[src/rtl/lcks_queue.sv]
// Two-entry command queue between the front end and the execution unit.
`timescale 1ns / 1ps

module lcks_queue #(
	parameter int W = 130
) (
	input  logic         clk,
	input  logic         arst_n,
	input  logic         in_valid,
	output logic         in_ready,
	input  logic [W-1:0] in_data,
	output logic         out_valid,
	input  logic         out_ready,
	output logic [W-1:0] out_data
);
	localparam int NENT = 2;

	logic [W-1:0] slot_q [NENT];
	logic         wr_ptr_q;
	logic         rd_ptr_q;
	logic [1:0]   cnt_q;
	logic         push;
	logic         pop;

	assign in_ready  = (cnt_q != 2'(NENT));
	assign out_valid = (cnt_q != 2'd0);
	assign out_data  = slot_q[rd_ptr_q];
	assign push      = in_valid && in_ready;
	assign pop       = out_valid && out_ready;

	always_ff @(posedge clk or negedge arst_n) begin
		if (!arst_n) begin
			wr_ptr_q <= 1'b0;
			rd_ptr_q <= 1'b0;
			cnt_q    <= 2'd0;
		end else begin
			if (push) wr_ptr_q <= !wr_ptr_q;
			if (pop)  rd_ptr_q <= !rd_ptr_q;
			case ({push, pop})
				2'b10:   cnt_q <= cnt_q + 2'd1;
				2'b01:   cnt_q <= cnt_q - 2'd1;
				default: cnt_q <= cnt_q;
			endcase
		end
	end

	always_ff @(posedge clk) begin
		if (push) slot_q[wr_ptr_q] <= in_data;
	end

	// occupancy bounded; an empty queue shows no entry
	a_cnt_bound: assert property (@(posedge clk) disable iff (!arst_n)
		cnt_q <= 2'(NENT)) else $error("queue count beyond depth");

endmodule

[config.mk]
export PLATFORM = sky130hd
export DESIGN_NAME = lcks_queue
export DESIGN_NICKNAME = d
export VERILOG_FILES = /design/src/rtl/lcks_queue.sv
export SDC_FILE = /design/constraint.sdc
export NUM_CORES = 1
export LEC_CHECK = 0
export ABC_AREA = 0
export BUFFER_PORTS_ARGS = -buffer_cell sky130_fd_sc_hd__buf_2
export CAP_MARGIN = 20
export CORE_MARGIN = 1.5
export CORE_UTILIZATION = 47
export DETAILED_ROUTE_END_ITERATION = 10
export PLACE_DENSITY = 0.75
export SLEW_MARGIN = 15
export SYNTH_ARGS = -nofsm -noshare
export SYNTH_HDL_FRONTEND = slang
export SYNTH_SLANG_ARGS = --single-unit
export TNS_END_PERCENT = 5
[constraint.sdc]
create_clock -name clk -period 6.23 [get_ports clk]
set_input_delay 0 -clock clk [delete_from_list [all_inputs] [get_ports clk]]
set_output_delay 0 -clock clk [all_outputs]
set_load 0.03 [all_outputs]
==> flow_metrics.py <==
metrics = {
    "status": {
        "outcome": "completed",
    },
    "timing": {
        "hold_viol": 0,
        "drv_slew": 0,
        "min_period_ns": 2.710,
        "clock_skew_ns": 0.01288,
        "slew_headroom": 0.3630,
        "timing.fmax_mhz": 369.0,
        "rsz0062_at_grt": "no",
        "worst_slew_pin_slew_ns": 0.9556,
        "setup_tns_ns": 0,
        "final.period_utilization": 0.4350,
        "setup_viol": 0,
    },
    "final_layout": {
        "drive_gt1_frac": 0.5117,
        "nFillCells": 1386,
        "seqCellArea_um2": 7911,
        "area_growth_pct": 37.12,
        "nets": 975,
        "multi_input_comb_area_um2": 1907,
    },
    "clocking": {
        "post_cts_buffers": 0,
        "htreeDepth": 1,
        "cts_sinks": 264,
        "clk_pin_slew_ns": 0.06,
        "post_cts_resized": 0,
        "numCtsBuffers": 27,
        "cts_tree": "done",
        "clock-root-buffer": "clkbuf_16",
        "clkLatencyLatePin_ns": 0.51,
        "clock_path_buffers": 3,
        "cts_hold_buf": 134,
    },
    "drt": {
        "drc": 0,
        "detail_route.wl_per_cell_um": 17.57,
        "via_per_inst": 4.743,
        "postRouteAntennaNets": 0,
        "num_vias": 5360,
        "wl_um": 19850,
        "firstDrtPassIters": 4,
        "drtIter0Drc": 238,
    },
    "grt": {
        "grt_max_degree": 72,
        "grt_overflow": 0,
        "antenna_found_initial": 1,
        "grt_pass1_wl_um": 30170,
        "grtUsageTotal": 0.1757,
        "grt_pass1_vias": 5912,
    },
    "synth": {
        "synth_area_leaders": "edfxtp_1 78%, mux2_4 14%, mux2_2 4.5%",
        "synth_top_area_share": 0.7847,
        "syn-num-nets": 557,
        "seq_area_frac_synth": 0.7948,
        "synth_area_um2": 9950,
        "syn_avg_cell_area_um2": 23.58,
        "synth.yosys.warnings": 0,
        "yosysUniqueCellTypes": 16,
        "synth_seq_cells": 264,
        "yosysTopAreaCell": "edfxtp_1",
        "syn_inst": 422,
    },
    "floorplan": {
        "die_w_um": 148.5,
        "dieArea_um2": 22050,
        "rows": 53,
        "start_util": 0.4763,
        "core_um2": 20890,
        "io_pins": 266,
        "fp.dieH_um": 148.5,
    },
    "setup_path": {
        "critical_path_required_ns": 6.23,
        "cp_data_arrival_time_ns": 2.71,
        "path_cells": "buf_4 -> mux2_4 -> buf_2",
        "critical_path_class": "flip-flop to output pin",
        "critPathLaunchType": "flip-flop",
        "crit_path_top_delay_cell": "buf_4",
        "cp-end-kind": "output pin",
        "crit_fanout": 50,
        "cpPeakStageDelay_ns": 0.79,
    },
    "pwr": {
        "power.density_nw_per_um2": 474.7,
        "p_leak_nw": 5.396,
        "finalPower_mw": 6.476,
        "vdd_drop_max_v": 0.0003266,
    },
    "placed_design": {
        "portBuffers": 265,
        "gp_congestion": 0.7021,
        "dp_hpwl_um": 11800,
    },
    "min_path": {
        "worst_hold_path_type": "input pin to flip-flop",
    },
    "flow_run": {
        "max-cap-violations": 0,
    },
}
[sequential cells by signal, indices dropped and copies added (netlist names)]
name,cells
cnt_q,2
wr_ptr_q,1
rd_ptr_q,1
slot_q,260
[metal layers]
| layer | share of wire | vias to the layer above | routed length (um) | GRT usage |
|---|---|---|---|---|
| met5 | 0 | - | 0 | 0 |
| li1 | - | 2514 | - | - |
| met4 | 0.022 | 0 | 442 | 0.05198 |
| met3 | 0.066 | 39 | 1310 | 0.04356 |
| met1 | 0.37 | 2608 | 7326 | 0.1905 |
| met2 | 0.54 | 199 | 10770 | 0.3356 |
[synthesized netlist by cell type, drive strengths merged]
library cell / n
and2: 1
and3: 1
buf: 15
dfrtp: 4
edfxtp: 260
ha: 1
mux2: 130
nand2: 1
nand2b: 1
nor2: 2
or2: 1
xnor2: 3
xor2: 2
[cells by family after synthesis]
family,after synthesis,share of synthesized area
xor gates and xnor gates,5,0.004402
adders and majority gates,1,0.001257
buffers and inverters,15,0.01484
DFF,264,0.7948
muxes,130,0.1811
and+or+nand+nor,7,0.003648
[worst paths after layout]
| check | from | end | slack, ns | cells past startpoint |
|---|---|---|---|---|
| max | rd_ptr_q$_DFFE_PN0P_ | out_data[105] | 3.52 | 3 |
| min | in_data[64] | slot_q[0][64]$_DFFE_PP_ | 0.20 | 2 |
| max reg2reg | cnt_q[0]$_DFFE_PN0P_ | slot_q[1][3]$_DFFE_PP_ | 3.55 | 3 |
| min reg2reg | cnt_q[0]$_DFFE_PN0P_ | cnt_q[0]$_DFFE_PN0P_ | 0.54 | 1 |
| max in group asynchronous | arst_n | rd_ptr_q$_DFFE_PN0P_ | 5.61 | 3 |
| min in group asynchronous | arst_n | cnt_q[1]$_DFFE_PN0P_ | 0.42 | 3 |
[worst max-delay path: cells and delay by family, from the launching register on]
kind	cells	cell delay, ns
buffers and inverters	2	0.97
DFF	1	0.76
muxes	1	0.36
[cell type report]
type,count,area share
clock inverters,9,0.005227
flip-flops and latches,264,0.5799
well taps,275,0.02522
clock buffers,34,0.05145
diodes,1,0.0001834
repair buffers,404,0.1983
multi-input cells,143,0.1398
[stage by stage]
step / setup slack [ns] / std cells / area, um^2 / hold WS, ns / util
4_1_cts: 3.475 / 1129 / 13640 / 0.1801 / 0.6530
3_5_place_dp: 3.532 / 952 / 11530 / -0.1877 / 0.5518
6_report: 3.520 / 1130 / 13640 / 0.2046 / 0.6531
3_3_place_gp: 3.625 / 952 / 11530 / -0.1953 / 0.5518
5_1_grt: 3.386 / 1130 / 13640 / 0.1974 / 0.6531
2_1_floorplan: 1.501 / 422 / 9952 / -0.2956 / -
[cells in the final DEF, fill, tap and decap left out, drive strengths merged]
cell         count
clkinv           6
xor2             2
dfrtp            4
mux2           130
and2             1
nor2             2
dlygate4sd3    134
xnor2            3
diode            1
buf            270
or2              1
bufinv           1
ha               1
edfxtp         260
and3             1
clkinvlp         2
nand2            1
clkbuf          34
nand2b           1
[power by group]
part | total (mW) | internal [mW] | switching (mW)
registers | 2.59 | 2.44 | 0.155
logic | 2.46 | 0.949 | 1.51
clock network | 1.43 | 0.827 | 0.598
Note: power is estimated with default switching activity, not from simulation.
