## config.mk

```make
export PLATFORM = sky130hd
export DESIGN_NAME = lcks_front_flat
export DESIGN_NICKNAME = d
export VERILOG_FILES = /design/src/rtl/lcks_pkg.sv /design/src/rtl/lcks_if.sv /design/src/rtl/lcks_front.sv /design/src/flat_wrapper.sv
export SDC_FILE = /design/constraint.sdc
export NUM_CORES = 1
export LEC_CHECK = 0
export ABC_AREA = 0
export BUFFER_PORTS_ARGS = -buffer_cell sky130_fd_sc_hd__buf_2
export CAP_MARGIN = 0
export CORE_UTILIZATION = 41
export DETAILED_ROUTE_END_ITERATION = 8
export PLACE_DENSITY = 0.72
export SYNTH_ARGS = -nofsm -noshare
export SYNTH_HDL_FRONTEND = slang
export SYNTH_SLANG_ARGS = --single-unit
```

## constraint.sdc

```tcl
create_clock -name clk -period 1.3 [get_ports clk]
set_input_delay 0.26 -clock clk [delete_from_list [all_inputs] [get_ports clk]]
set_output_delay 0.26 -clock clk [all_outputs]
set_load 0.05 [all_outputs]
```

## src/rtl/lcks_pkg.sv

```systemverilog
// Shared types and constants for the LIFO cache with key search.
`timescale 1ns / 1ps

package lcks_pkg;

	localparam int FIELD_W       = 64;
	localparam int OP_W          = 2;
	localparam int STATUS_W      = 2;
	localparam int OCC_W         = 7;

	localparam int DEPTH_DEF     = 64;
	localparam int KEY_BITS_DEF  = 64;
	localparam int DATA_BITS_DEF = 64;

	typedef enum logic [OP_W-1:0] {
		OP_PUSH   = 2'd0,
		OP_POP    = 2'd1,
		OP_LOOKUP = 2'd2,
		OP_CLEAR  = 2'd3
	} op_t;

	typedef enum logic [STATUS_W-1:0] {
		ST_OK    = 2'd0,
		ST_EMPTY = 2'd1,
		ST_FULL  = 2'd2,
		ST_MISS  = 2'd3
	} status_t;

endpackage

```

## src/rtl/lcks_if.sv

```systemverilog
// Request and response channel interfaces (valid/ready with payload).
`timescale 1ns / 1ps

interface lcks_req_if;
	logic                        valid;
	logic                        ready;
	logic [lcks_pkg::OP_W-1:0]    operation;
	logic [lcks_pkg::FIELD_W-1:0] key;
	logic [lcks_pkg::FIELD_W-1:0] entry_data;

	modport source (output valid, operation, key, entry_data, input ready);
	modport sink   (input valid, operation, key, entry_data, output ready);
endinterface


```

## src/rtl/lcks_front.sv

```systemverilog
// Front end: registers a request, decodes the operation and trims key and payload.
`timescale 1ns / 1ps

module lcks_front #(
	parameter int KEY_BITS  = lcks_pkg::KEY_BITS_DEF,
	parameter int DATA_BITS = lcks_pkg::DATA_BITS_DEF
) (
	input  logic                 clk,
	input  logic                 arst_n,
	lcks_req_if.sink             req,
	output logic                 cmd_valid,
	input  logic                 cmd_ready,
	output lcks_pkg::op_t        cmd_op,
	output logic [KEY_BITS-1:0]  cmd_key,
	output logic [DATA_BITS-1:0] cmd_data
);
	import lcks_pkg::*;

	logic                 vld_s1;
	op_t                  op_s1;
	logic [KEY_BITS-1:0]  key_s1;
	logic [DATA_BITS-1:0] data_s1;

	assign req.ready = !vld_s1 || cmd_ready;

	always_ff @(posedge clk or negedge arst_n) begin
		if (!arst_n) begin
			vld_s1  <= 1'b0;
			op_s1   <= OP_PUSH;
			key_s1  <= '0;
			data_s1 <= '0;
		end else begin
			if (req.valid && req.ready) begin
				vld_s1  <= 1'b1;
				op_s1   <= op_t'(req.operation);
				key_s1  <= req.key[KEY_BITS-1:0];
				data_s1 <= req.entry_data[DATA_BITS-1:0];
			end else if (cmd_ready) begin
				vld_s1 <= 1'b0;
			end
		end
	end

	assign cmd_valid = vld_s1;
	assign cmd_op    = op_s1;
	assign cmd_key   = key_s1;
	assign cmd_data  = data_s1;

endmodule

```

## src/flat_wrapper.sv

```systemverilog
// flat-port wrapper written by rule: the top's interface ports become plain ports
module lcks_front_flat import lcks_pkg::*;
#(
	parameter int KEY_BITS  = lcks_pkg::KEY_BITS_DEF,
	parameter int DATA_BITS = lcks_pkg::DATA_BITS_DEF
)
  (clk, arst_n, cmd_valid, cmd_ready, cmd_op, cmd_key, cmd_data, req_valid, req_operation, req_key, req_entry_data, req_ready);
  lcks_req_if req_i ();
  input  logic clk;
  input  logic arst_n;
  output logic cmd_valid;
  input  logic cmd_ready;
  output lcks_pkg::op_t cmd_op;
  output logic [KEY_BITS-1:0] cmd_key;
  output logic [DATA_BITS-1:0] cmd_data;
  input wire logic [$bits(req_i.valid)-1:0] req_valid;
  input wire logic [$bits(req_i.operation)-1:0] req_operation;
  input wire logic [$bits(req_i.key)-1:0] req_key;
  input wire logic [$bits(req_i.entry_data)-1:0] req_entry_data;
  output wire logic [$bits(req_i.ready)-1:0] req_ready;
  assign req_i.valid = req_valid;
  assign req_i.operation = req_operation;
  assign req_i.key = req_key;
  assign req_i.entry_data = req_entry_data;
  assign req_ready = req_i.ready;
  lcks_front #(.KEY_BITS(KEY_BITS), .DATA_BITS(DATA_BITS)) u_core (.clk(clk), .arst_n(arst_n), .req(req_i), .cmd_valid(cmd_valid), .cmd_ready(cmd_ready), .cmd_op(cmd_op), .cmd_key(cmd_key), .cmd_data(cmd_data));
endmodule
```

==> results.toml <==
[outcome]
outcome = "finished with violations"
violations = "setup timing"

[yosys]
yosysSeqAreaShare_pct = 62.1
syn-mean-instance-area_um2 = 19.0
synth_seq_cells = 131
syn_nets = 412
synth_warnings = 0
syn_inst = 278
synth_cell_types = 8
synth_area_um2 = 5280

[sta]
hold_violations = 0
max_freq_ghz = 0.694
fin_skew_ns = 0.00617
rsz0062_at_grt = "yes"
setup_slack_ns = -0.141
finalSetupViolCount = 125
worstMarginPinSlew_ns = 0.363
slew_viol_final = 0
relSlewSlack_pct = 75.8
period_needed_ns = 1.44
tns_ns = -12.82
finalCritPeriodShare_pct = 111

[placed_design]
hpwl_um = 8900
place_ws_ns = -0.0953
dpl-instance-area_um2 = 6970
place_congestion = 0.722
portBuffers = 265

[pwr]
total_power_mw = 14.7
powerDensity_nw_per_um2 = 1820
leakage_nw = 4.20
vdd_ir_drop_max_v = 0.00103

[final_layout]
nFillCells = 918
nets = 711
fin_area_um2 = 8070
num_antenna_cells = 0
drive_above_1_share_pct = 77.2
syn_to_final_growth_pct = 52.8

[clock_network]
clk_pin_slew_ns = 0.06
cts_root_buf = "clkbuf_16"
htree_levels = 4
cts.sinks = 131
cts_tree = "done"
cts_buffer_depth = 2
insertion_delay_ns = 0.42
cts_buffers = 17

[global_routing]
grt_pass1_vias = 3605
grt.overflow.total = 0
grt_max_degree = 42
grt_pass1_wl_um = 18800
track_usage_pct = 19.1
grt_antenna_before_repair = 0

[worst_setup_path]
path_cells = "nand2b_4 > buf_12 > nand2_8 > buf_12 > clkbuf_16 > mux2_4"
endpoint_kind = "flop"
required_ns = 1.60
path_class = "reg -> reg"
crit_fanout = 14
cp-start-kind = "flop"
cpMaxStageDelayCell = "dfrtp_2"
crit_path_frequent_cell = "buf_12"
max_stage_delay_ns = 0.42
crit_arrival_ns = 1.74

[drt]
dr_wl_met2_um = 6680
via_per_inst = 4.57
wl_met1_um = 5020
wl_um = 12900
drc = 0
wl_per_cell_um = 16.9
met3_wirelength_um = 832
routed.top_layer = "met4"
drt_pass1_iterations = 4
dr_total_vias = 3478
drt_iter0_markers = 133
detail-route-antenna-nets = 0

[die]
num_rows = 41
io_pins = 266
fp.dieH_um = 116
start_util_pct = 42.0
die_area_um2 = 13300
die_w_um = 116
core_area_um2 = 12600

[worst_hold_path]
worstHoldPathType = "in -> reg"

[job]
maxCapViolations = 0
[logic make-up (layout without fill, tap and decap cells)]
logic type / after synthesis / after routing / share of synthesized area (%)
flip-flops: 131 / 131 / 62.1
multiplexers: 130 / 130 / 34.8
buffers and inverters: 14 / 325 / 2.63
AND/OR/NAND/NOR: 3 / 3 / 0.497
[worst max-delay path: cells and delay by family, from the launching register on]
| family | cells | cell delay, ns |
|---|---|---|
| buffers and inverters | 3 | 0.45 |
| flip-flops | 1 | 0.42 |
| multiplexers | 1 | 0.29 |
| AND/OR/NAND/NOR | 2 | 0.16 |
[sequential cells by signal, summed over array words and instances, names as in the netlist]
| name | cells |
|---|---|
| u_core.cmd_op | 2 |
| u_core.cmd_key | 64 |
| u_core.cmd_valid | 1 |
| u_core.cmd_data | 64 |
[area by class of cell]
| cell class | count | area (um2) | share of cell area, % |
|---|---|---|---|
| repair buffers | 294 | 2100 | 26.0 |
| clock buffers | 21 | 460 | 5.70 |
| clock inverters | 10 | 133 | 1.64 |
| well taps | 172 | 215 | 2.67 |
| flip-flops and latches | 131 | 3280 | 40.6 |
| multi-input cells | 133 | 1880 | 23.3 |
[power breakdown]
part | internal (mW) | leakage, nW | switching, mW
Sequential | 4.69 | 1.53 | 0.389
Clock | 3.09 | 0.285 | 1.71
Combinational | 1.86 | 2.39 | 2.94
[path summary, 6_finish.rpt]
path / slack (ns) / from / to / cells after the start
max in group asynchronous: 0.48 / arst_n / u_core.cmd_key[55]$_DFFE_PN0P_ / 3
max reg2reg: -0.14 / u_core.cmd_valid$_DFFE_PN0P_ / u_core.cmd_key[53]$_DFFE_PN0P_ / 6
min in group asynchronous: 0.33 / arst_n / u_core.cmd_key[28]$_DFFE_PN0P_ / 2
max: -0.14 / u_core.cmd_valid$_DFFE_PN0P_ / u_core.cmd_key[53]$_DFFE_PN0P_ / 6
min: 0.07 / req_entry_data[47] / u_core.cmd_data[47]$_DFFE_PN0P_ / 2
min reg2reg: 0.51 / u_core.cmd_data[61]$_DFFE_PN0P_ / u_core.cmd_data[61]$_DFFE_PN0P_ / 1
[placed cells by master, fill, tap and decap left out]
master / count
buf_2: 133
dfrtp_1: 130
buf_4: 108
mux2_4: 101
mux2_2: 29
buf_6: 23
clkbuf_4: 19
clkbuf_16: 18
buf_12: 6
clkinv_2: 4
clkinvlp_4: 3
bufinv_16: 3
clkbuf_1: 2
clkbuf_8: 2
buf_16: 2
nand2b_4: 1
nand2_8: 1
nand2b_1: 1
dlygate4sd3_1: 1
buf_8: 1
dfrtp_2: 1
[synthesized netlist by cell type, drive strengths merged]
cell type / number / share of area [%]
dfrtp: 131 / 62
mux2: 130 / 35
buf: 14 / 2.6
nand2b: 2 / 0.38
nand2: 1 / 0.12
[what timing repair did]
item | 4_1_cts | 5_1_grt
cloned | 0 | 1
buffers inserted | 2 | 1
hold endpoints to repair | 29 | 0
endpoints found under the setup margin | 170 | 178
resized for setup | 104 | 70
hold buffers | 1 | 0
[per-layer routing]
layer,up-vias,global-route usage [%]
li1,1572,-
met1,1721,21.8
met2,160,32.3
met3,25,5.65
met4,0,10.5
met5,-,0
[per-stage QoR]
stage                     util, %  hold WS (ns)  instances
after detailed placement     55.5         0.185        725
after global routing         64.2        0.0472        761
after CTS                    62.7        0.0531        759
final                        64.2        0.0694        761
after global placement       55.5         0.183        725
after floorplan                 -       -0.0356        278
Power figures use the tool's default switching activity.
